$ cat config.mk
export PLATFORM = sky130hd
export DESIGN_NAME = sha512_ctrl
export DESIGN_NICKNAME = d
export VERILOG_FILES = /design/src/rtl/sha512_pkg.sv /design/src/rtl/sha512_ctrl.sv
export SDC_FILE = /design/constraint.sdc
export NUM_CORES = 1
export LEC_CHECK = 0
export BUFFER_PORTS_ARGS = -buffer_cell sky130_fd_sc_hd__buf_2
export CAP_MARGIN = 5
export CORE_MARGIN = 4
export CORE_UTILIZATION = 30
export DETAILED_ROUTE_END_ITERATION = 16
export GPL_TIMING_DRIVEN = 0
export PLACE_DENSITY = 0.56
export SLEW_MARGIN = 20
export SYNTH_ARGS = -nofsm -noshare
export SYNTH_HDL_FRONTEND = slang
export SYNTH_SLANG_ARGS = --single-unit
$ cat constraint.sdc
create_clock -name clk -period 1.4 [get_ports clk]
set_input_delay 0.07 -clock clk [delete_from_list [all_inputs] [get_ports clk]]
set_output_delay 0.07 -clock clk [all_outputs]
set_load 0.02 [all_outputs]
$ cat src/rtl/sha512_pkg.sv
// shared types, constants and the rotate function for the sha-512 hasher
package sha512_pkg;

	localparam int unsigned Rounds = 80;
	localparam int unsigned BlockBytes = 128;
	localparam int unsigned BlockWords = BlockBytes / 8;
	localparam int unsigned RoundW = $clog2(Rounds);
	localparam int unsigned SlotW = $clog2(BlockWords);
	localparam int unsigned LenSlot = BlockWords - 2;

	localparam logic [63:0] IvReset [8] = '{
		64'h6a09e667f3bcc908, 64'hbb67ae8584caa73b, 64'h3c6ef372fe94f82b, 64'ha54ff53a5f1d36f1,
		64'h510e527fade682d1, 64'h9b05688c2b3e6c1f, 64'h1f83d9abfb41bd6b, 64'h5be0cd19137e2179
	};

	localparam logic [63:0] RoundConsts [80] = '{
		64'h428a2f98d728ae22, 64'h7137449123ef65cd, 64'hb5c0fbcfec4d3b2f, 64'he9b5dba58189dbbc,
		64'h3956c25bf348b538, 64'h59f111f1b605d019, 64'h923f82a4af194f9b, 64'hab1c5ed5da6d8118,
		64'hd807aa98a3030242, 64'h12835b0145706fbe, 64'h243185be4ee4b28c, 64'h550c7dc3d5ffb4e2,
		64'h72be5d74f27b896f, 64'h80deb1fe3b1696b1, 64'h9bdc06a725c71235, 64'hc19bf174cf692694,
		64'he49b69c19ef14ad2, 64'hefbe4786384f25e3, 64'h0fc19dc68b8cd5b5, 64'h240ca1cc77ac9c65,
		64'h2de92c6f592b0275, 64'h4a7484aa6ea6e483, 64'h5cb0a9dcbd41fbd4, 64'h76f988da831153b5,
		64'h983e5152ee66dfab, 64'ha831c66d2db43210, 64'hb00327c898fb213f, 64'hbf597fc7beef0ee4,
		64'hc6e00bf33da88fc2, 64'hd5a79147930aa725, 64'h06ca6351e003826f, 64'h142929670a0e6e70,
		64'h27b70a8546d22ffc, 64'h2e1b21385c26c926, 64'h4d2c6dfc5ac42aed, 64'h53380d139d95b3df,
		64'h650a73548baf63de, 64'h766a0abb3c77b2a8, 64'h81c2c92e47edaee6, 64'h92722c851482353b,
		64'ha2bfe8a14cf10364, 64'ha81a664bbc423001, 64'hc24b8b70d0f89791, 64'hc76c51a30654be30,
		64'hd192e819d6ef5218, 64'hd69906245565a910, 64'hf40e35855771202a, 64'h106aa07032bbd1b8,
		64'h19a4c116b8d2d0c8, 64'h1e376c085141ab53, 64'h2748774cdf8eeb99, 64'h34b0bcb5e19b48a8,
		64'h391c0cb3c5c95a63, 64'h4ed8aa4ae3418acb, 64'h5b9cca4f7763e373, 64'h682e6ff3d6b2b8a3,
		64'h748f82ee5defb2fc, 64'h78a5636f43172f60, 64'h84c87814a1f0ab72, 64'h8cc702081a6439ec,
		64'h90befffa23631e28, 64'ha4506cebde82bde9, 64'hbef9a3f7b2c67915, 64'hc67178f2e372532b,
		64'hca273eceea26619c, 64'hd186b8c721c0c207, 64'heada7dd6cde0eb1e, 64'hf57d4f7fee6ed178,
		64'h06f067aa72176fba, 64'h0a637dc5a2c898a6, 64'h113f9804bef90dae, 64'h1b710b35131c471b,
		64'h28db77f523047d84, 64'h32caab7b40c72493, 64'h3c9ebe0a15c9bebc, 64'h431d67c49c100d4c,
		64'h4cc5d4becb3e42b6, 64'h597f299cfc657e2a, 64'h5fcb6fab3ad6faec, 64'h6c44198c4a475817
	};

	// word source for a block push
	typedef enum logic [1:0] {
		SRC_DATA,
		SRC_PAD,
		SRC_ZERO,
		SRC_LEN
	} push_src_t;

	typedef enum logic [2:0] {
		ST_IDLE,
		ST_PUSH,
		ST_ROUND,
		ST_FOLD,
		ST_EMIT
	} state_t;

	// controller to datapath
	typedef struct packed {
		logic      msg_start;
		logic      push;
		push_src_t src;
		logic      add_len;
		logic      round_init;
		logic      round_step;
		logic      fold;
		logic      emit;
	} dp_cmd_t;

	// datapath to controller
	typedef struct packed {
		logic block_full;
		logic rounds_done;
		logic past_len_slot;
		logic at_len_slot;
		logic emit_done;
	} dp_status_t;

	function automatic logic [63:0] ror64(input logic [63:0] x, input int unsigned r);
		ror64 = (x >> r) | (x << (64 - r));
	endfunction

endpackage

$ cat src/rtl/sha512_ctrl.sv
// controller state machine for the sha-512 hasher
module sha512_ctrl (
	input  logic                   clk,
	input  logic                   arst_n,
	input  logic                   start,
	input  logic                   final_word,
	input  logic [3:0]             valid_bytes,
	input  sha512_pkg::dp_status_t status,
	output sha512_pkg::dp_cmd_t    cmd,
	output logic                   busy
);

	sha512_pkg::state_t state_q, state_d;
	logic               in_msg_q;
	// pad plan for the tail: data word, pad word, fill zeros, length
	logic               need_data_q, need_pad_q, tail_q, closing_q;
	logic               need_data_d, need_pad_d, tail_d, closing_d;
	sha512_pkg::push_src_t src;
	logic               vb_full, vb_zero;
	// remember whether the block just compressed held the length
	logic               src_was_len_q;

	assign vb_full = (valid_bytes >= 4'd8);
	assign vb_zero = (valid_bytes == 4'd0);

	// select push word for the current step
	always_comb begin
		if (need_data_q)
			src = sha512_pkg::SRC_DATA;
		else if (need_pad_q)
			src = sha512_pkg::SRC_PAD;
		else if (!tail_q && status.at_len_slot)
			src = sha512_pkg::SRC_LEN;
		else
			src = sha512_pkg::SRC_ZERO;
	end

	// next state
	always_comb begin
		state_d     = state_q;
		need_data_d = need_data_q;
		need_pad_d  = need_pad_q;
		tail_d      = tail_q;
		closing_d   = closing_q;
		case (state_q)
			sha512_pkg::ST_IDLE: begin
				if (start) begin
					state_d     = sha512_pkg::ST_PUSH;
					closing_d   = final_word;
					need_data_d = !final_word || !vb_zero;
					need_pad_d  = final_word && (vb_zero || vb_full);
					tail_d      = 1'b0;
				end
			end
			sha512_pkg::ST_PUSH: begin
				// track pad plan; tail set when pad lands in or beyond the length slot
				if (need_data_q)
					need_data_d = 1'b0;
				else if (need_pad_q)
					need_pad_d = 1'b0;
				if (closing_q && ((need_data_q && !need_pad_q) || (!need_data_q && need_pad_q))
						&& status.past_len_slot)
					tail_d = 1'b1;
				if (status.block_full)
					state_d = sha512_pkg::ST_ROUND;
				else if (!closing_q || (src == sha512_pkg::SRC_DATA && !need_pad_q
						&& !closing_q))
					state_d = sha512_pkg::ST_IDLE;
				else if (src == sha512_pkg::SRC_LEN)
					state_d = sha512_pkg::ST_PUSH;
				if (!closing_q && !status.block_full)
					state_d = sha512_pkg::ST_IDLE;
			end
			sha512_pkg::ST_ROUND: begin
				if (status.rounds_done)
					state_d = sha512_pkg::ST_FOLD;
			end
			sha512_pkg::ST_FOLD: begin
				if (!closing_q)
					state_d = sha512_pkg::ST_IDLE;
				else if (!need_data_q && !need_pad_q && !tail_q && src_was_len_q)
					state_d = sha512_pkg::ST_EMIT;
				else begin
					state_d = sha512_pkg::ST_PUSH;
					tail_d  = 1'b0;
				end
			end
			sha512_pkg::ST_EMIT: begin
				if (status.emit_done)
					state_d = sha512_pkg::ST_IDLE;
			end
			default: state_d = sha512_pkg::ST_IDLE;
		endcase
	end

	// length marker for the block being filled
	always_ff @(posedge clk or negedge arst_n) begin
		if (!arst_n)
			src_was_len_q <= 1'b0;
		else if (state_q == sha512_pkg::ST_PUSH)
			src_was_len_q <= (src == sha512_pkg::SRC_LEN);
	end

	// outputs
	always_comb begin
		cmd        = '0;
		cmd.src    = src;
		busy       = (state_q != sha512_pkg::ST_IDLE);
		case (state_q)
			sha512_pkg::ST_IDLE: begin
				cmd.msg_start = start && !in_msg_q;
				cmd.add_len   = start;
			end
			sha512_pkg::ST_PUSH: begin
				cmd.push       = 1'b1;
				cmd.round_init = status.block_full;
			end
			sha512_pkg::ST_ROUND: cmd.round_step = 1'b1;
			sha512_pkg::ST_FOLD:  cmd.fold = 1'b1;
			sha512_pkg::ST_EMIT:  cmd.emit = 1'b1;
			default: cmd = '0;
		endcase
	end

	// state registers
	always_ff @(posedge clk or negedge arst_n) begin
		if (!arst_n) begin
			state_q     <= sha512_pkg::ST_IDLE;
			in_msg_q    <= 1'b0;
			need_data_q <= 1'b0;
			need_pad_q  <= 1'b0;
			tail_q      <= 1'b0;
			closing_q   <= 1'b0;
		end else begin
			state_q     <= state_d;
			need_data_q <= need_data_d;
			need_pad_q  <= need_pad_d;
			tail_q      <= tail_d;
			closing_q   <= closing_d;
			if (state_q == sha512_pkg::ST_IDLE && start)
				in_msg_q <= !final_word;
		end
	end

endmodule

==> flow_metrics.env, run 1 <==
export IMPL_critPathArrivalTime_ns=1.48
export IMPL_synthTopCellsByArea="dfrtp_1 39%, inv_1 4.5%, a211oi_1 3.9%"
export IMPL_clk_latency_ns=0.26
export IMPL_vias=616
export IMPL_use_met2=0.1862
export IMPL_status="complete, but fails checks"
export IMPL_antenna_left=0
export IMPL_met1_usage=0.1646
export IMPL_cts_tree="done"
export IMPL_ys_flop_type="dfrtp_1"
export IMPL_grt_max_degree=11
export IMPL_fin_skew_ns=0.003091
export IMPL_cts_buffer_depth=2
export IMPL_fin_crit_sh=1.106
export IMPL_hold_depth=2
export IMPL_post_dp_hpwl_mm=1.133
export IMPL_ys_seq_elements=9
export IMPL_cp_max_fo=3
export IMPL_violations="setup timing"
export IMPL_layout_nets=120
export IMPL_finalSetupViolCount=11
export IMPL_n_fill_cell=173
export IMPL_r2r_start="state_q[0]$_DFFE_PN0P_"
export IMPL_crit_path_end_kind="primary output"
export IMPL_layout_setup_ws_ns=-0.1487
export IMPL_rsz0062_at_grt="true"
export IMPL_synth_area_um2=580.6
export IMPL_ir_drop_mv=1.029
export IMPL_cts_made_buffers=3
export IMPL_antenna_found_initial=0
export IMPL_grt_usage=0.1252
export IMPL_yosys_top_cells_count="9 x dfrtp_1, 7 x inv_1, 6 x nand2_1"
export IMPL_io_pins=23
export IMPL_synth_top_area_share=0.3879
export IMPL_ys_warn_count=0
export IMPL_r2r_cells=5
export IMPL_use_met3=0.03152
export IMPL_required_ns=1.33
export IMPL_worst_pin_slew_ns=0.4105
export IMPL_fmax_mhz=645.7
export IMPL_layoutNonFillerInstCount=130
export IMPL_post_route_cell_area_um2=982.2
export IMPL_drv_cap=0
export IMPL_avgViaCountPerCell=4.738
export IMPL_clk_pin_slew_ns=0.07
export IMPL_start_util=0.3256
export IMPL_dieWidth_um=51.99
export IMPL_drive_gt1_frac=0.5619
export IMPL_hold_start="final_word"
export IMPL_seq_area_um2=225.2
export IMPL_finalHoldViolCount=0
export IMPL_drc=0
export IMPL_dr_pass1_iters=4
export IMPL_die_h_um=51.99
export IMPL_async_flop_share=1.000
export IMPL_start_kind="flop"
export IMPL_wl_per_cell_um=12.14
export IMPL_yosysMostFrequentCell="dfrtp_1"
export IMPL_post_dp_cell_area_um2=725.7
export IMPL_hp_class="in2reg"
export IMPL_place_congestion=0.7730
export IMPL_power_density_mw_per_mm2=2192
export IMPL_p_leak_nw=0.4813
export IMPL_dieArea_mm2=0.002703
export IMPL_hold_ws_ns=0.05865
export IMPL_synthCells=65
export IMPL_placementRows=15
export IMPL_grt_busiest_layer="met2"
export IMPL_hold_path_end="in_msg_q$_DFFE_PN0P_"
export IMPL_syn_nets=79
export IMPL_path_cells="or4b_4 > nor2_4 > buf_6"
export IMPL_slew_violations=0
export IMPL_period_minus_slack_ns=1.549
export IMPL_slowest_stage="or4b_4"
export IMPL_portBuffers=22
export IMPL_cts_root_buf="clkbuf_4"
export IMPL_relSlewSlack=0.7238
export IMPL_core_mm2=0.001783
export IMPL_slowest_delay_ns=0.60
export IMPL_diodes=0
export IMPL_synth_cell_types=33
export IMPL_ys_seq_area_frac=0.3879
export IMPL_overflow=0
export IMPL_multi_input_area_um2=346.6
export IMPL_cts_sinks=9
export IMPL_post_place_cells=112
export IMPL_wirelength_mm=1.578
export IMPL_fin_setup_tns_ns=-0.7256
export IMPL_syn_area_per_cell_um2=8.932
export IMPL_synth_top_cell_by_area="dfrtp_1"
export IMPL_syn2layout_area_growth_pct=69.18
export IMPL_finalPower_mw=2.153
export IMPL_h_tree_depth=1
export IMPL_r2r_end="in_msg_q$_DFFE_PN0P_"
export IMPL_path_class="reg2out"
export IMPL_grt_pass1_vias=549
export IMPL_drt_iter0_markers=8
export IMPL_r2r_slack_ns=-0.09
export IMPL_grt_pass1_wl_mm=2.463
export IMPL_synth_edf_count=0
-- logic make-up (layout without fill, tap and decap cells) --
group                      count (synthesis)  after routing  synth area share
buffers and inverters                     12             52           0.09699
and+or+nand+nor                           27             27            0.2737
AOI/OAI and AO/OA                         15             15            0.2026
adders and majority gates                  1              1           0.02155
DFF                                        9              9            0.3879
muxes                                      1              1           0.01724
-- report_power, final --
part	internal [mW]	total [mW]	switching, mW	leakage [nW]
Sequential	0.365	0.456	0.0917	0.116
Clock	0.110	0.206	0.0958	0.0150
Combinational	0.821	1.49	0.670	0.350
-- registers in the layout, summed over array words and instances (netlist names) --
name,count
need_data_q,1
closing_q,1
need_pad_q,1
state_q,3
tail_q,1
src_was_len_q,1
in_msg_q,1
-- per-stage QoR --
step | util | setup slack (ns)
floorplan | - | 0.01714
global placement | 0.4070 | -0.04090
detailed placement | 0.4070 | -0.04057
CTS | 0.4996 | -0.1762
global route | 0.5509 | -0.2034
finish | 0.5509 | -0.1487
-- layout by cell type, fill, tap and decap left out, drive strengths merged --
master	Yosys	layout
a22o	1	1
a21oi	1	1
or3b	1	1
and2	1	1
a2bb2oi	1	1
mux2i	1	1
ha	1	1
a21boi	1	1
clkinv	1	1
o21ai	3	3
nor4	1	1
or3	1	1
o221a	1	1
nor2	4	4
a311oi	1	1
o22a	1	1
dfrtp	9	9
nand3b	2	2
nand2b	3	3
buf	3	39
and3	1	1
and4b	1	1
or4b	1	1
or2	2	2
a211oi	3	3
nand2	6	6
dlygate4sd3	0	1
nor2b	2	2
clkbuf	1	4
inv	7	7
nor3	1	1
o211ai	2	2
-- worst max-delay path, delay by kind of cell, from the launching register on --
kind                   cells  cell delay, ns
DFF                        1            0.40
buffers and inverters      1            0.12
and+or+nand+nor            2            0.71
-- metal layers --
metal	share of wire	up-vias
met5	0	-
met4	0.016	0
met3	0.061	4
met2	0.45	18
met1	0.47	284
li1	-	310
-- area by class of cell --
cell class                 instances  share of cell area
buffer                             3             0.03057
clock buffer                       4             0.02675
inverter                           8             0.03822
multi-input combinational         44              0.3529
sequential                         9              0.2293
tap                               25             0.03185
timing repair buffer              37              0.2904
-- worst max path at each step --
| stage | start | end | slack, ns | cells after the start |
|---|---|---|---|---|
| detailed placement | state_q[2]$_DFFE_PN0P_ | tail_q$_DFFE_PN0P_ | -0.04 | 4 |
| global placement | state_q[2]$_DFFE_PN0P_ | tail_q$_DFFE_PN0P_ | -0.04 | 4 |
| floorplan | state_q[1]$_DFFE_PN0P_ | need_data_q$_DFFE_PN0P_ | 0.02 | 4 |
| finish | state_q[0]$_DFFE_PN0P_ | cmd[8] | -0.15 | 3 |
| global route | state_q[0]$_DFFE_PN0P_ | cmd[8] | -0.20 | 3 |
| CTS | state_q[2]$_DFFE_PN0P_ | cmd[8] | -0.18 | 3 |
-- timing repair --
action	in CTS	in global routing
pin swaps	7	8
gates cloned	1	0
resized for setup	22	23
endpoints found under the setup margin	12	17
buffers inserted	8	5
endpoints found under the hold margin	9	0
hold buffers	1	0
No activity file was read; power rests on OpenSTA's default activity.
==> run 2: changes to the inputs <==
--- a/config.mk
+++ b/config.mk
@@ -7,11 +7,12 @@
 export LEC_CHECK = 0
 export BUFFER_PORTS_ARGS = -buffer_cell sky130_fd_sc_hd__buf_2
 export CAP_MARGIN = 5
-export CORE_MARGIN = 4
+export CORE_MARGIN = 2
 export CORE_UTILIZATION = 30
 export DETAILED_ROUTE_END_ITERATION = 16
 export GPL_TIMING_DRIVEN = 0
-export PLACE_DENSITY = 0.56
+export PLACE_DENSITY = 0.54
+export RECOVER_POWER = 25
 export SLEW_MARGIN = 20
 export SYNTH_ARGS = -nofsm -noshare
 export SYNTH_HDL_FRONTEND = slang
==> constraint.sdc (replaced) <==
create_clock -name clk -period 1.6 [get_ports clk]
set_input_delay 0.08 -clock clk [delete_from_list [all_inputs] [get_ports clk]]
set_output_delay 0.08 -clock clk [all_outputs]
set_load 0.02 [all_outputs]
==> run 2 against run 1 <==
  * The flow now finishes without violations
  * Largest cell class unchanged
  * Via count down 9.1%
  * Power down 32%
  * First-iteration DRC count up 25%
  * Largest power group unchanged
  * Critical endpoint unchanged
  * Cell count down 9.2%
  * Sequential power down 14%
  * Final area down 18%
  * Hold slack better by 0.011 ns
==> flow_metrics.env, run 2 (synthesized netlist as in run 1, its figures left out) <==
export IMPL_status="completed"
export IMPL_avgViaCountPerCell=4.746
export IMPL_dr_pass1_iters=4
export IMPL_largest_reg_flops=3
export IMPL_syn2layout_area_growth_pct=37.93
export IMPL_required_ns=1.52
export IMPL_drc=0
export IMPL_cp_max_fo=3
export IMPL_drv_cap=0
export IMPL_grt_pass1_wl_mm=2.221
export IMPL_slew_violations=0
export IMPL_slowest_delay_ns=0.60
export IMPL_finalSetupViolCount=0
export IMPL_grt_usage=0.1422
export IMPL_path_cells="or4b_4 > nor2_4 > buf_6"
export IMPL_fin_setup_tns_ns=0
export IMPL_dieWidth_um=47.99
export IMPL_grt_max_degree=11
export IMPL_core_mm2=0.001764
export IMPL_diodes=0
export IMPL_critPathArrivalTime_ns=1.47
export IMPL_fin_crit_sh=0.9701
export IMPL_fmax_mhz=644.3
export IMPL_finalHoldViolCount=0
export IMPL_cts_made_buffers=3
export IMPL_wl_per_cell_um=11.52
export IMPL_start_util=0.3291
export IMPL_post_dp_hpwl_mm=1.059
export IMPL_slowest_stage="or4b_4"
export IMPL_final_cell_mix="15 x buf_2, 9 x buf_4, 9 x dfrtp_1"
export IMPL_overflow=0
export IMPL_hp_class="in2reg"
export IMPL_io_pins=23
export IMPL_post_route_cell_area_um2=800.8
export IMPL_cts_sinks=9
export IMPL_clk_pin_slew_ns=0.06
export IMPL_worst_pin_slew_ns=0.5153
export IMPL_relSlewSlack=0.6564
export IMPL_h_tree_depth=1
export IMPL_clk_latency_ns=0.26
export IMPL_layoutNonFillerInstCount=118
export IMPL_antenna_found_initial=0
export IMPL_period_minus_slack_ns=1.552
export IMPL_antenna_left=0
export IMPL_drive_gt1_frac=0.3871
export IMPL_rsz0062_at_grt="true"
export IMPL_grt_pass1_vias=505
export IMPL_wirelength_mm=1.359
export IMPL_final_common_cell="buf_2"
export IMPL_regMostFlops="state_q"
export IMPL_path_class="reg2out"
export IMPL_critPathBufInv=1
export IMPL_fin_skew_ns=0.004682
export IMPL_crit_path_end_kind="primary output"
export IMPL_post_place_cells=112
export IMPL_power_density_mw_per_mm2=1830
export IMPL_place_congestion=0.7254
export IMPL_placementRows=15
export IMPL_post_dp_cell_area_um2=721.9
export IMPL_ir_drop_mv=0.7983
export IMPL_portBuffers=22
export IMPL_dieArea_mm2=0.002303
export IMPL_hold_ws_ns=0.06930
export IMPL_cts_root_buf="clkbuf_4"
export IMPL_drt_iter0_markers=10
export IMPL_die_h_um=47.99
export IMPL_cts_buffer_depth=2
export IMPL_cts_tree="done"
export IMPL_cp_top_family="simple AND/OR/NAND/NOR gates"
export IMPL_layout_nets=108
export IMPL_p_leak_nw=0.3986
export IMPL_start_kind="flop"
export IMPL_vias=560
==> run 2: power breakdown <==
group,switching [mW],internal (mW)
combinational,0.484,0.415
clock,0.0800,0.0962
sequential,0.0710,0.319
==> run 2: stage by stage <==
stage / setup slack [ns] / utilization / power, mW
after floorplan: 0.1714 / - / 0.9693
after global placement: 0.1552 / 0.4092 / 1.188
after detailed placement: 0.1557 / 0.4092 / 1.191
after CTS: 0.003375 / 0.4369 / 1.414
after global routing: -0.01773 / 0.4539 / 1.609
final: 0.04792 / 0.4539 / 1.466
==> run 2: routing by layer <==
layer	track usage	vias to the layer above	part of all wire
met1	0.1874	254	0.50
met2	0.2107	16	0.43
met3	0.05660	2	0.057
met4	0.04865	0	0.010
li1	-	288	-
met5	0	-	0
==> run 2: path summary, 6_finish.rpt <==
| check | from | to | slack (ns) | depth (start not counted) |
|---|---|---|---|---|
| setup / recovery | state_q[1]$_DFFE_PN0P_ | cmd[8] | 0.05 | 3 |
| min in group asynchronous | arst_n | state_q[1]$_DFFE_PN0P_ | 0.29 | 2 |
| setup reg to reg | state_q[2]$_DFFE_PN0P_ | tail_q$_DFFE_PN0P_ | 0.13 | 4 |
| max in group asynchronous | arst_n | tail_q$_DFFE_PN0P_ | 0.96 | 2 |
| hold reg to reg | src_was_len_q$_DFFE_PN0P_ | src_was_len_q$_DFFE_PN0P_ | 0.50 | 2 |
| hold / removal | final_word | need_data_q$_DFFE_PN0P_ | 0.07 | 2 |
==> run 2: final cells by class <==
class | count | area [um2]
fill | 192 | 963.4
multi-input combinational | 44 | 309.0
sequential | 9 | 225.2
timing repair buffer | 24 | 145.1
inverter | 8 | 37.54
tap | 25 | 31.28
clock buffer | 4 | 26.28
buffer | 4 | 26.28
==> run 2: what timing repair did <==
item / 4_1_cts / 5_1_grt
pin swaps: 1 / 1
endpoints found under the hold margin: 9 / 0
setup endpoints to repair: 3 / 6
buffers inserted: 1 / 0
gates resized for setup: 3 / 13
hold buffers: 1 / 0
==> run 2: worst register-to-register path, delay by kind of cell, from the launching register on <==
kind,cells,cell delay (ns)
AO/OA/AOI/OAI,2,0.49
flip-flops,1,0.40
AND/OR/NAND/NOR,1,0.25
buffers and inverters,1,0.21
==> run 3: changes to the inputs <==
--- a/config.mk
+++ b/config.mk
@@ -7,7 +7,7 @@
 export LEC_CHECK = 0
 export BUFFER_PORTS_ARGS = -buffer_cell sky130_fd_sc_hd__buf_2
 export CAP_MARGIN = 5
-export CORE_MARGIN = 2
+export CORE_MARGIN = 3
 export CORE_UTILIZATION = 30
 export DETAILED_ROUTE_END_ITERATION = 16
 export GPL_TIMING_DRIVEN = 0
==> run 3 against run 2 <==
  * Power up 3.3%
  * Sequential cell count did not move
  * Critical endpoint unchanged
  * Worst setup slack got worse by 0.025 ns
  * Final area up 1.7%
  * Critical path type unchanged
  * Non-clock buffer count fell by 1
  * Critical path depth unchanged
  * Largest power group unchanged
  * Clock-buffer cell count unchanged
  * Utilization is 0.29 points higher
  * First-iteration DRC count down 70%
  * Combinational power grew 4.7%
  * Routed wire length grew 7.5%
  * Via count fell by 0.18%
==> flow_metrics.env, run 3 (synthesized netlist as in run 1, its figures left out) <==
export IMPL_status="completed"
export IMPL_cts_buffer_depth=2
export IMPL_crit_path_end_kind="primary output"
export IMPL_use_met3=0.04532
export IMPL_r2r_cells=4
export IMPL_portBuffers=22
export IMPL_fmax_mhz=633.9
export IMPL_fin_crit_sh=0.9860
export IMPL_syn2layout_area_growth_pct=40.30
export IMPL_avgViaCountPerCell=4.778
export IMPL_finalPower_mw=1.514
export IMPL_r2r_slack_ns=0.14
export IMPL_period_minus_slack_ns=1.578
export IMPL_post_dp_hpwl_mm=1.116
export IMPL_cts_sinks=9
export IMPL_hold_path_end="in_msg_q$_DFFE_PN0P_"
export IMPL_antenna_found_initial=0
export IMPL_required_ns=1.52
export IMPL_use_met2=0.1500
export IMPL_multi_input_area_um2=324.1
export IMPL_relSlewSlack=0.6512
export IMPL_overflow=0
export IMPL_p_leak_nw=0.4011
export IMPL_hold_ws_ns=0.06184
export IMPL_post_dp_cell_area_um2=721.9
export IMPL_vias=559
export IMPL_drt_iter0_markers=3
export IMPL_hold_start="final_word"
export IMPL_largest_reg_flops=3
export IMPL_pwr_share_comb=0.621
export IMPL_layoutNonFillerInstCount=117
export IMPL_dieWidth_um=49.99
export IMPL_grt_pass1_vias=467
export IMPL_cts_root_buf="clkbuf_4"
export IMPL_h_tree_depth=1
export IMPL_critPathArrivalTime_ns=1.50
export IMPL_path_class="reg2out"
export IMPL_met1_usage=0.1793
export IMPL_drive_gt1_frac=0.4348
export IMPL_drc=0
export IMPL_p_int_uw=844.8
export IMPL_slew_violations=0
export IMPL_hp_class="in2reg"
export IMPL_grt_max_degree=11
export IMPL_start_kind="flop"
export IMPL_finalHoldViolCount=0
export IMPL_grt_usage=0.1194
export IMPL_final_common_cell="buf_2"
export IMPL_grt_pass1_wl_mm=2.249
export IMPL_cts_made_buffers=3
export IMPL_fin_setup_tns_ns=0
export IMPL_wl_per_cell_um=12.49
export IMPL_rsz0062_at_grt="true"
export IMPL_wirelength_mm=1.461
export IMPL_die_h_um=49.99
export IMPL_n_fill_cell=182
export IMPL_clk_pin_slew_ns=0.06
export IMPL_power_switching_uw=669.2
export IMPL_post_place_cells=112
export IMPL_r2r_end="need_data_q$_DFFE_PN0P_"
export IMPL_fin_skew_ns=0.002932
export IMPL_post_route_cell_area_um2=814.5
export IMPL_finalSetupViolCount=0
export IMPL_dr_pass1_iters=4
export IMPL_seqPwrFrac=0.260
export IMPL_core_mm2=0.001783
export IMPL_antenna_left=0
export IMPL_io_pins=23
export IMPL_cts_tree="done"
export IMPL_placementRows=15
export IMPL_cp_max_fo=5
export IMPL_ir_drop_mv=0.9440
export IMPL_clk_latency_ns=0.27
export IMPL_layout_nets=107
export IMPL_p_sw_frac=0.4420
export IMPL_seq_area_um2=225.2
export IMPL_place_ws_ns=0.1426
export IMPL_diodes=0
export IMPL_cts_setup_buffers=0
export IMPL_power_density_mw_per_mm2=1859
export IMPL_place_congestion=0.7406
export IMPL_grt_busiest_layer="met1"
export IMPL_r2r_start="state_q[2]$_DFFE_PN0P_"
export IMPL_dieArea_mm2=0.002499
export IMPL_fin_util=0.4568
export IMPL_hold_depth=2
export IMPL_p_clk_frac=0.119
export IMPL_start_util=0.3256
export IMPL_final_cell_mix="16 x buf_2, 9 x dfrtp_1, 6 x inv_1, 6 x nand2_1"
export IMPL_worst_pin_slew_ns=0.5232
export IMPL_drv_cap=0
export IMPL_regMostFlops="state_q"
export IMPL_layout_setup_ws_ns=0.02243
[run 3: cell type report]
cell class / count / area share
Buffer: 4 / 0.03072
Clock buffer: 4 / 0.03226
Inverter: 8 / 0.04608
Multi-Input combinational cell: 44 / 0.3978
Sequential cell: 9 / 0.2765
Tap cell: 25 / 0.03840
Timing Repair Buffer: 23 / 0.1782
[run 3: power by group through the flow]
stage / clock network, mW / registers (mW) / logic [mW]
CTS: 0.189 / 0.385 / 0.849
global route: 0.198 / 0.403 / 1.03
finish: 0.180 / 0.393 / 0.941
detailed placement: 0 / 0.388 / 0.812
global placement: 0 / 0.386 / 0.807
floorplan: 0 / 0.365 / 0.604
[run 3: worst max path at each step]
stage	start	endpoint	cells past startpoint	slack, ns
floorplan	state_q[1]$_DFFE_PN0P_	cmd[6]	3	0.17
global placement	state_q[1]$_DFFE_PN0P_	cmd[3]	4	0.15
detailed placement	state_q[1]$_DFFE_PN0P_	cmd[3]	4	0.14
CTS	state_q[0]$_DFFE_PN0P_	cmd[8]	3	-0.002
global route	state_q[2]$_DFFE_PN0P_	cmd[8]	3	-0.02
finish	state_q[2]$_DFFE_PN0P_	cmd[8]	3	0.02
[run 3: critical path, stage by stage (launching register included)]
cell and delay, ns:
dfrtp_1 0.40, or4b_4 0.61, nor2_4 0.11, buf_6 0.12
[run 3: routing by layer]
metal | wire length [um] | share of wire | up-vias
met2 | 624 | 0.43 | 18
met5 | 0 | 0 | -
met4 | 17 | 0.012 | 0
met3 | 77 | 0.053 | 3
met1 | 742 | 0.51 | 258
li1 | - | - | 280
[run 3: what timing repair did]
action                     in CTS  in global routing
setup endpoints to repair       4                  6
hold endpoints to repair        9                  0
hold buffers                    1                  0
pin swaps                       1                  1
resized for setup               5                 18
